===== src/rtl/rqnt_pkg.sv =====
`default_nettype none

package rqnt_pkg;

    // APB register map, byte address = 4 * index
    localparam int unsigned APB_AW    = 5;
    localparam int unsigned APB_DW    = 32;
    localparam int unsigned REG_IDX_W = 3;

    typedef enum logic [REG_IDX_W-1:0] {
        REG_QUANT_MULT  = 3'd0,
        REG_QUANT_SHIFT = 3'd1,
        REG_OUTPUT_ZERO = 3'd2,
        REG_ACT_MIN     = 3'd3,
        REG_ACT_MAX     = 3'd4
    } rqnt_reg_idx_t;

    localparam logic signed [31:0] RST_QUANT_MULT  = 32'sh4000_0000;
    localparam logic signed [5:0]  RST_QUANT_SHIFT = 6'sd0;
    localparam logic signed [7:0]  RST_OUTPUT_ZERO = 8'sd0;
    localparam logic signed [7:0]  RST_ACT_MIN     = -8'sd128;
    localparam logic signed [7:0]  RST_ACT_MAX     = 8'sd127;

    localparam logic signed [31:0] SAT_MAX = 32'sh7FFF_FFFF;
    localparam logic signed [31:0] SAT_MIN = 32'sh8000_0000;

    // rounding term of the doubling high multiply
    localparam logic signed [63:0] ROUND_HALF = 64'sh0000_0000_4000_0000;

    // right shifts of this size or more collapse to the sign
    localparam logic [5:0] RSH_SAT = 6'd31;

    typedef struct packed {
        logic signed [31:0] quant_multiplier;
        logic signed [5:0]  quant_shift;
        logic signed [7:0]  output_zero;
        logic signed [7:0]  act_min;
        logic signed [7:0]  act_max;
    } rqnt_cfg_t;

    typedef struct packed {
        logic signed [31:0] acc_value;
        logic               last_item;
    } rqnt_in_t;

    typedef struct packed {
        logic signed [7:0] requant_value;
        logic              last_out;
    } rqnt_out_t;

    // scaled value between the scale and finish halves
    typedef struct packed {
        logic signed [31:0] value;
        logic               last;
    } rqnt_mid_t;

endpackage

`default_nettype wire


===== src/rtl/rqnt_apb_regs.sv =====
`default_nettype none

module rqnt_apb_regs (
    input  wire logic                          aclk,
    input  wire logic                          aresetn,
    input  wire logic                          psel,
    input  wire logic                          penable,
    input  wire logic                          pwrite,
    input  wire logic [rqnt_pkg::APB_AW-1:0]   paddr,
    input  wire logic [rqnt_pkg::APB_DW-1:0]   pwdata,
    output logic      [rqnt_pkg::APB_DW-1:0]   prdata,
    output logic                               pready,
    output rqnt_pkg::rqnt_cfg_t                cfg
);
    import rqnt_pkg::*;

    rqnt_cfg_t                cfg_reg;
    logic [REG_IDX_W-1:0]     reg_idx;
    logic                     wr_en;

    assign pready  = 1'b1;
    assign reg_idx = paddr[APB_AW-1:2];
    assign wr_en   = psel && penable && pwrite && pready;

    always_ff @(posedge aclk) begin
        if (!aresetn) begin
            cfg_reg.quant_multiplier <= RST_QUANT_MULT;
            cfg_reg.quant_shift      <= RST_QUANT_SHIFT;
            cfg_reg.output_zero      <= RST_OUTPUT_ZERO;
            cfg_reg.act_min          <= RST_ACT_MIN;
            cfg_reg.act_max          <= RST_ACT_MAX;
        end else if (wr_en) begin
            case (reg_idx)
                REG_QUANT_MULT:  cfg_reg.quant_multiplier <= pwdata[31:0];
                REG_QUANT_SHIFT: cfg_reg.quant_shift      <= pwdata[5:0];
                REG_OUTPUT_ZERO: cfg_reg.output_zero      <= pwdata[7:0];
                REG_ACT_MIN:     cfg_reg.act_min          <= pwdata[7:0];
                REG_ACT_MAX:     cfg_reg.act_max          <= pwdata[7:0];
                default: ;
            endcase
        end
    end

    always_comb begin
        prdata = '0;
        case (reg_idx)
            REG_QUANT_MULT:  prdata = cfg_reg.quant_multiplier;
            REG_QUANT_SHIFT: prdata = {26'd0, cfg_reg.quant_shift};
            REG_OUTPUT_ZERO: prdata = {24'd0, cfg_reg.output_zero};
            REG_ACT_MIN:     prdata = {24'd0, cfg_reg.act_min};
            REG_ACT_MAX:     prdata = {24'd0, cfg_reg.act_max};
            default:         prdata = '0;
        endcase
    end

    assign cfg = cfg_reg;

endmodule

`default_nettype wire


===== src/rtl/rqnt_scale.sv =====
`default_nettype none

// stage 1: saturating left shift, stage 2: 32x32 multiply,
// stage 3: rounding and high-word pick
module rqnt_scale (
    input  wire logic                 aclk,
    input  wire logic                 aresetn,
    input  wire rqnt_pkg::rqnt_cfg_t  cfg,
    input  wire logic                 in_valid,
    output logic                      in_ready,
    input  wire rqnt_pkg::rqnt_in_t   in_data,
    output logic                      out_valid,
    input  wire logic                 out_ready,
    output rqnt_pkg::rqnt_mid_t       out_data
);
    import rqnt_pkg::*;

    logic                 s1_valid_reg, s2_valid_reg, s3_valid_reg;
    logic                 s1_ready, s2_ready, s3_ready;
    logic signed [31:0]   s1_val_reg;
    logic                 s1_last_reg, s2_last_reg, s3_last_reg;
    logic signed [63:0]   s2_prod_reg;
    logic signed [31:0]   s3_val_reg;

    logic                 shl_en;
    logic [4:0]           shl_amt;
    logic [62:0]          shl_wide;
    logic signed [31:0]   s1_val_next;
    logic signed [63:0]   s2_prod_next;
    logic signed [63:0]   s3_sum;

    assign s3_ready = !s3_valid_reg || out_ready;
    assign s2_ready = !s2_valid_reg || s3_ready;
    assign s1_ready = !s1_valid_reg || s2_ready;
    assign in_ready = s1_ready;

    // stage 1
    assign shl_en   = !cfg.quant_shift[5] && (|cfg.quant_shift[4:0]);
    assign shl_amt  = shl_en ? cfg.quant_shift[4:0] : 5'd0;
    assign shl_wide = {{31{in_data.acc_value[31]}}, in_data.acc_value} << shl_amt;

    always_comb begin
        if ((&shl_wide[62:31]) || !(|shl_wide[62:31])) begin
            s1_val_next = shl_wide[31:0];
        end else if (shl_wide[62]) begin
            s1_val_next = SAT_MIN;
        end else begin
            s1_val_next = SAT_MAX;
        end
    end

    always_ff @(posedge aclk) begin
        if (!aresetn) begin
            s1_valid_reg <= 1'b0;
        end else if (s1_ready) begin
            s1_valid_reg <= in_valid;
        end
        if (s1_ready && in_valid) begin
            s1_val_reg  <= s1_val_next;
            s1_last_reg <= in_data.last_item;
        end
    end

    // stage 2
    assign s2_prod_next = s1_val_reg * cfg.quant_multiplier;

    always_ff @(posedge aclk) begin
        if (!aresetn) begin
            s2_valid_reg <= 1'b0;
        end else if (s2_ready) begin
            s2_valid_reg <= s1_valid_reg;
        end
        if (s2_ready && s1_valid_reg) begin
            s2_prod_reg <= s2_prod_next;
            s2_last_reg <= s1_last_reg;
        end
    end

    // stage 3: round to nearest with ties toward plus infinity, computed as
    // floor((p + 2^30) / 2^31); the one overflow case wraps in 32 bits
    assign s3_sum = s2_prod_reg + ROUND_HALF;

    always_ff @(posedge aclk) begin
        if (!aresetn) begin
            s3_valid_reg <= 1'b0;
        end else if (s3_ready) begin
            s3_valid_reg <= s2_valid_reg;
        end
        if (s3_ready && s2_valid_reg) begin
            s3_val_reg  <= s3_sum[62:31];
            s3_last_reg <= s2_last_reg;
        end
    end

    assign out_valid      = s3_valid_reg;
    assign out_data.value = s3_val_reg;
    assign out_data.last  = s3_last_reg;

    a_s1_hold: assert property (@(posedge aclk) disable iff (!aresetn)
        s1_valid_reg && !s2_ready |=> s1_valid_reg && $stable(s1_val_reg))
        else $error("stage 1 beat changed while stalled");

    a_s2_hold: assert property (@(posedge aclk) disable iff (!aresetn)
        s2_valid_reg && !s3_ready |=> s2_valid_reg && $stable(s2_prod_reg))
        else $error("stage 2 product changed while stalled");

    a_in_take: assert property (@(posedge aclk) disable iff (!aresetn)
        in_valid && in_ready |=> s1_valid_reg)
        else $error("accepted beat not held in stage 1");

endmodule

`default_nettype wire


===== src/rtl/rqnt_finish.sv =====
`default_nettype none

// stage 4: rounding right shift, stage 5: zero point and clamp
module rqnt_finish (
    input  wire logic                 aclk,
    input  wire logic                 aresetn,
    input  wire rqnt_pkg::rqnt_cfg_t  cfg,
    input  wire logic                 in_valid,
    output logic                      in_ready,
    input  wire rqnt_pkg::rqnt_mid_t  in_data,
    output logic                      out_valid,
    input  wire logic                 out_ready,
    output rqnt_pkg::rqnt_out_t       out_data
);
    import rqnt_pkg::*;

    logic                 s4_valid_reg, s5_valid_reg;
    logic                 s4_ready, s5_ready;
    logic signed [31:0]   s4_val_reg;
    logic                 s4_last_reg, s5_last_reg;
    logic signed [7:0]    s5_val_reg;

    logic                 rsh_en;
    logic [5:0]           rsh_amt;
    logic [31:0]          rsh_mask;
    logic [31:0]          rsh_rem;
    logic [31:0]          rsh_thr;
    logic signed [31:0]   s4_val_next;

    logic signed [32:0]   zp_sum;
    logic signed [32:0]   clamp_lo;
    logic signed [32:0]   clamp_hi;
    logic signed [32:0]   clamp_val;

    assign s5_ready = !s5_valid_reg || out_ready;
    assign s4_ready = !s4_valid_reg || s5_ready;
    assign in_ready = s4_ready;

    // stage 4
    assign rsh_en   = cfg.quant_shift[5];
    assign rsh_amt  = 6'(-cfg.quant_shift);
    assign rsh_mask = ~(32'hFFFF_FFFF << rsh_amt[4:0]);
    assign rsh_rem  = in_data.value & rsh_mask;
    assign rsh_thr  = (rsh_mask >> 1) + {31'd0, in_data.value[31]};

    always_comb begin
        if (!rsh_en) begin
            s4_val_next = in_data.value;
        end else if (rsh_amt >= RSH_SAT) begin
            s4_val_next = {32{in_data.value[31]}};
        end else begin
            // keep the sum signed so the shift stays arithmetic
            s4_val_next = (in_data.value >>> rsh_amt[4:0])
                        + $signed({31'd0, (rsh_rem > rsh_thr)});
        end
    end

    always_ff @(posedge aclk) begin
        if (!aresetn) begin
            s4_valid_reg <= 1'b0;
        end else if (s4_ready) begin
            s4_valid_reg <= in_valid;
        end
        if (s4_ready && in_valid) begin
            s4_val_reg  <= s4_val_next;
            s4_last_reg <= in_data.last;
        end
    end

    // stage 5: lower bound first, upper bound wins when they cross
    assign zp_sum   = 33'(s4_val_reg) + 33'(cfg.output_zero);
    assign clamp_lo = 33'(cfg.act_min);
    assign clamp_hi = 33'(cfg.act_max);

    always_comb begin
        clamp_val = zp_sum;
        if (clamp_val < clamp_lo) begin
            clamp_val = clamp_lo;
        end
        if (clamp_val > clamp_hi) begin
            clamp_val = clamp_hi;
        end
    end

    always_ff @(posedge aclk) begin
        if (!aresetn) begin
            s5_valid_reg <= 1'b0;
        end else if (s5_ready) begin
            s5_valid_reg <= s4_valid_reg;
        end
        if (s5_ready && s4_valid_reg) begin
            s5_val_reg  <= clamp_val[7:0];
            s5_last_reg <= s4_last_reg;
        end
    end

    assign out_valid              = s5_valid_reg;
    assign out_data.requant_value = s5_val_reg;
    assign out_data.last_out      = s5_last_reg;

    a_s4_hold: assert property (@(posedge aclk) disable iff (!aresetn)
        s4_valid_reg && !s5_ready |=> s4_valid_reg && $stable(s4_val_reg)
                                      && $stable(s4_last_reg))
        else $error("stage 4 beat changed while stalled");

    a_s5_move: assert property (@(posedge aclk) disable iff (!aresetn)
        s4_valid_reg && s5_ready |=> s5_valid_reg)
        else $error("stage 4 beat lost on its way to the output");

endmodule

`default_nettype wire


===== src/rtl/int32_to_int8_requantizer.sv =====
// Channel   Dir  Beat                 Handshake
// --------  ---  -------------------  -------------------------------
// s_        in   acc_value, last_item s_valid / s_ready
// m_        out  requant_value, last_out  m_valid / m_ready
// APB       in   5 config registers   psel / penable / pwrite, pready=1
//
// One beat per cycle sustained while m_ready stays high.
// The stages are: saturating shift, 32x32 multiply, rounding add, rounding
// right shift, zero point and clamp. Reset (aresetn low, synchronous) loads
// the register defaults and empties the pipe. Each stage holds its beat when
// the one after it is full and stalled, so a stall on m_ready loses nothing
// and bubbles close up behind it.
`default_nettype none

module int32_to_int8_requantizer (
    input  wire logic                          aclk,
    input  wire logic                          aresetn,
    input  wire logic                          psel,
    input  wire logic                          penable,
    input  wire logic                          pwrite,
    input  wire logic [rqnt_pkg::APB_AW-1:0]   paddr,
    input  wire logic [rqnt_pkg::APB_DW-1:0]   pwdata,
    output logic      [rqnt_pkg::APB_DW-1:0]   prdata,
    output logic                               pready,
    input  wire logic                          s_valid,
    output logic                               s_ready,
    input  wire rqnt_pkg::rqnt_in_t            s_data,
    output logic                               m_valid,
    input  wire logic                          m_ready,
    output rqnt_pkg::rqnt_out_t                m_data
);
    import rqnt_pkg::*;

    rqnt_cfg_t  cfg;
    rqnt_mid_t  mid_data;
    logic       mid_valid;
    logic       mid_ready;

    rqnt_apb_regs u_regs (
        .aclk    (aclk),
        .aresetn (aresetn),
        .psel    (psel),
        .penable (penable),
        .pwrite  (pwrite),
        .paddr   (paddr),
        .pwdata  (pwdata),
        .prdata  (prdata),
        .pready  (pready),
        .cfg     (cfg)
    );

    rqnt_scale u_scale (
        .aclk      (aclk),
        .aresetn   (aresetn),
        .cfg       (cfg),
        .in_valid  (s_valid),
        .in_ready  (s_ready),
        .in_data   (s_data),
        .out_valid (mid_valid),
        .out_ready (mid_ready),
        .out_data  (mid_data)
    );

    rqnt_finish u_finish (
        .aclk      (aclk),
        .aresetn   (aresetn),
        .cfg       (cfg),
        .in_valid  (mid_valid),
        .in_ready  (mid_ready),
        .in_data   (mid_data),
        .out_valid (m_valid),
        .out_ready (m_ready),
        .out_data  (m_data)
    );

endmodule

`default_nettype wire


===== config.mk =====
export PLATFORM = sky130hd
export DESIGN_NAME = int32_to_int8_requantizer
export DESIGN_NICKNAME = d
export VERILOG_FILES = /design/src/rtl/rqnt_pkg.sv /design/src/rtl/rqnt_apb_regs.sv /design/src/rtl/rqnt_scale.sv /design/src/rtl/rqnt_finish.sv /design/src/rtl/int32_to_int8_requantizer.sv
export SDC_FILE = /design/constraint.sdc
export NUM_CORES = 2
export LEC_CHECK = 0
export ABC_CLOCK_PERIOD_IN_PS = 7400
export BUFFER_PORTS_ARGS = -buffer_cell sky130_fd_sc_hd__clkbuf_2
export CAP_MARGIN = 40
export CELL_PAD_IN_SITES_DETAIL_PLACEMENT = 1
export CELL_PAD_IN_SITES_GLOBAL_PLACEMENT = 2
export CORE_ASPECT_RATIO = 0.9
export CORE_MARGIN = 2
export CORE_UTILIZATION = 39
export CTS_CLUSTER_SIZE = 40
export DETAILED_ROUTE_END_ITERATION = 12
export PLACE_DENSITY = 0.92
export RECOVER_POWER = 100
export SYNTH_ARGS = -nofsm -noshare
export SYNTH_HDL_FRONTEND = slang
export SYNTH_SLANG_ARGS = --single-unit

===== constraint.sdc =====
create_clock -name aclk -period 7.4 [get_ports aclk]
set_clock_uncertainty 0.1 [all_clocks]
set_input_delay 0.74 -clock aclk [delete_from_list [all_inputs] [get_ports aclk]]
set_output_delay 0.74 -clock aclk [all_outputs]
set_load 0.05 [all_outputs]

==> flow_summary.ini <==
[power_and_ir_drop]
leakagePower_nw = 28.12
vdd_drop_max_mv = 0.1834
p_per_area_nw_per_um2 = 75.32

[finish]
final_util_pct = 45.34
layout-drive-gt1-share_pct = 16.69
fin_nets = 7641
nFillCells = 15579
largest_reg_flops = 62
area_growth_pct = 15.86

[job]
max_cap_violations = 6

[routing]
wl_microns = 179700
route.detailed.drc = 0
dr.pass1.iters = 5
drt_iter0_drc = 2987
vias = 43283
drt.antenna.violating_nets = 0
vias_per_cell = 5.389
routedWlPerCell_microns = 22.38

[sta]
tightest_slew_ns = 3.291
hold_violations = 0
drv_slew = 229
finalCriticalPeriod_ns = 8.147
period_share_pct = 110.1
finalSetupTns_ns = -19.43
rsz0062_at_grt = yes
timing.fmax_ghz = 0.1227
max_slew_margin_pct = -119.4
setup_viol = 51
final.setup.worst_slack_ns = -0.7471

[synthesis]
ys_seq_area_share_pct = 10.45
syn_area_per_cell_sq_um = 9.204
ys.flop_type = edfxtp_1
synthesis.nets = 7292
synthArstFlopShare_pct = 0
yosys_warnings = 0
yosys.cell_count.top_type = inv_1
yosys-top-cells-count = 1194 x inv_1, 1073 x fa_1, 975 x nand2_1
synth_cell_types = 99
ys_seq_elements = 209
synth_top_area_share_pct = 40.06
synth_edf_count = 142
syn_inst = 5826
synth_area_leaders = fa_1 40%, inv_1 8.4%, edfxtp_1 8.0%
synthesis.area_sq_um = 53620
synth_top_area_cell = fa_1

[grt]
overflow = 0
antenna_found_initial = 6
grt_pass1_vias = 49170
grt_max_degree = 68
gr-usage-all-layers_pct = 25.08
grt_pass1_wl_microns = 277700

[place]
place_congestion = 0.9068
dp_slack_ns = -0.9521
io_buffer_count = 117
dp_hpwl_microns = 143100

[critical_path]
end_kind = flip-flop
critPathArrivalTime_ns = 8.40
critPathRequiredTime_ns = 7.66
r2r_slack_ns = -0.75
crit_top_cell = fa_1
critPathSlowestCell = fa_1
path_max_fanout = 6
reg2reg_depth = 32
slowest_delay_ns = 0.59
reg2reg_to = u_scale.s2_prod_reg[46]
critPathKind = reg2reg
reg2reg_from = u_regs.cfg[35]
start_kind = flip-flop

[cts]
cts_inserted_buffers = 26
hold_buffers = 0
cts_sinks = 209
cts-root-buf = clkbuf_16
clk_latency_ns = 0.61
cts_tree = done
path_clk_slew_ns = 0.07
htreeDepth = 1
clock_tree.buffer_depth = 3

[hold_path]
timing.hold.worst_path_depth = 1
whs_endpoint = u_scale.s1_last_reg
min_path_type = in2reg
hp-start = s_data[0]

[floorplanning]
die_w_microns = 394.9
initial_core_util_pct = 39.13
dieArea_sq_um = 140500
io_pins = 121
core_sq_um = 137000
die_height_microns = 355.8
fp-row-count = 129

[status]
status = complete, but fails checks
violations = max-capacitance violations, max-slew violations, negative setup slack
[layout by cell type, fill, tap and decap left out, drive strengths merged, types with 141 or more instances in the layout]
cell type,count
a21oi,141
and2,289
buf,539
clkbuf,160
edfxtp,142
fa,1073
ha,316
inv,1199
nand2,977
nor2,142
[per-layer routing]
layer  share of wire (%)  vias up  global-route usage, %
met5               0.026        -                      0
met4                 3.7        8                  7.458
met3                 6.1      403                  3.448
met2                  49     1474                  43.36
met1                  41    22728                  32.74
li1                    -    18670                      -
[report_power, final]
part / total (mW) / internal, mW / leakage [nW] / switching, mW
clock: 1.32 / 0.729 / 0.424 / 0.595
sequential: 1.40 / 1.34 / 1.87 / 0.0615
combinational: 1.96 / 0.834 / 25.8 / 1.13
[kinds of logic after synthesis]
| logic type | count (synthesis) | share of synthesized area, % |
|---|---|---|
| AOI/OAI and AO/OA | 556 | 6.823 |
| adders and majority gates | 1389 | 47.43 |
| DFF | 209 | 10.45 |
| other | 1 | 0.006993 |
| muxes | 266 | 6.874 |
| and+or+nand+nor | 1724 | 15.04 |
| buffers and inverters | 1543 | 11.12 |
| xor gates and xnor gates | 138 | 2.254 |
[cell type report]
class / count / area [sq um] / area share (%)
Clock inverter: 16 / 137.6 / 0.2215
Tap cell: 1834 / 2295 / 3.693
Inverter: 1196 / 4497 / 7.238
Clock buffer: 32 / 714.4 / 1.150
Antenna cell: 3 / 7.507 / 0.01208
Sequential cell: 209 / 5618 / 9.042
Timing Repair Buffer: 668 / 5881 / 9.465
Multi-Input combinational cell: 4074 / 42980 / 69.18
[stage by stage]
stage / hold WS [ns] / instances / area [sq um] / power [mW]
CTS: 0.1912 / 7998 / 61480 / 4.593
detailed placement: 0.3164 / 7906 / 59520 / 3.180
finish: 0.2166 / 8032 / 62130 / 4.680
floorplan: 0.3003 / 5826 / 53830 / 2.446
global placement: 0.3015 / 7903 / 59450 / 3.074
global route: 0.2095 / 8029 / 62120 / 4.907
[worst max-delay path: cells and delay by family (launching register included)]
kind / cells / cell delay (ns)
AOI/OAI and AO/OA: 7 / 1.38
DFF: 1 / 0.42
adders and majority gates: 9 / 4.39
buffers and inverters: 12 / 1.04
and+or+nand+nor: 3 / 0.44
xor gates and xnor gates: 1 / 0.09
[how the worst max path moves through the flow]
stage | slack, ns | from | to
after floorplan | -0.22 | u_scale.s1_val_reg[31] | u_scale.s2_prod_reg[60]
after CTS | -0.58 | u_scale.s1_val_reg[12] | u_scale.s2_prod_reg[59]
after detailed placement | -0.95 | u_regs.cfg[35] | u_scale.s2_prod_reg[60]
after global placement | -0.74 | u_regs.cfg[35] | u_scale.s2_prod_reg[60]
final | -0.75 | u_regs.cfg[35] | u_scale.s2_prod_reg[46]
after global routing | -0.99 | u_regs.cfg[35] | u_scale.s2_prod_reg[59]
[repair_timing]
| item | in CTS | in global routing |
|---|---|---|
| gates resized for setup | 183 | 104 |
| cloned | 4 | 1 |
| pin swaps | 92 | 73 |
| endpoints found under the hold margin | 0 | 0 |
| setup endpoints to repair | 38 | 46 |
| buffers inserted | 42 | 34 |
Note: power is estimated with default switching activity, not from simulation.
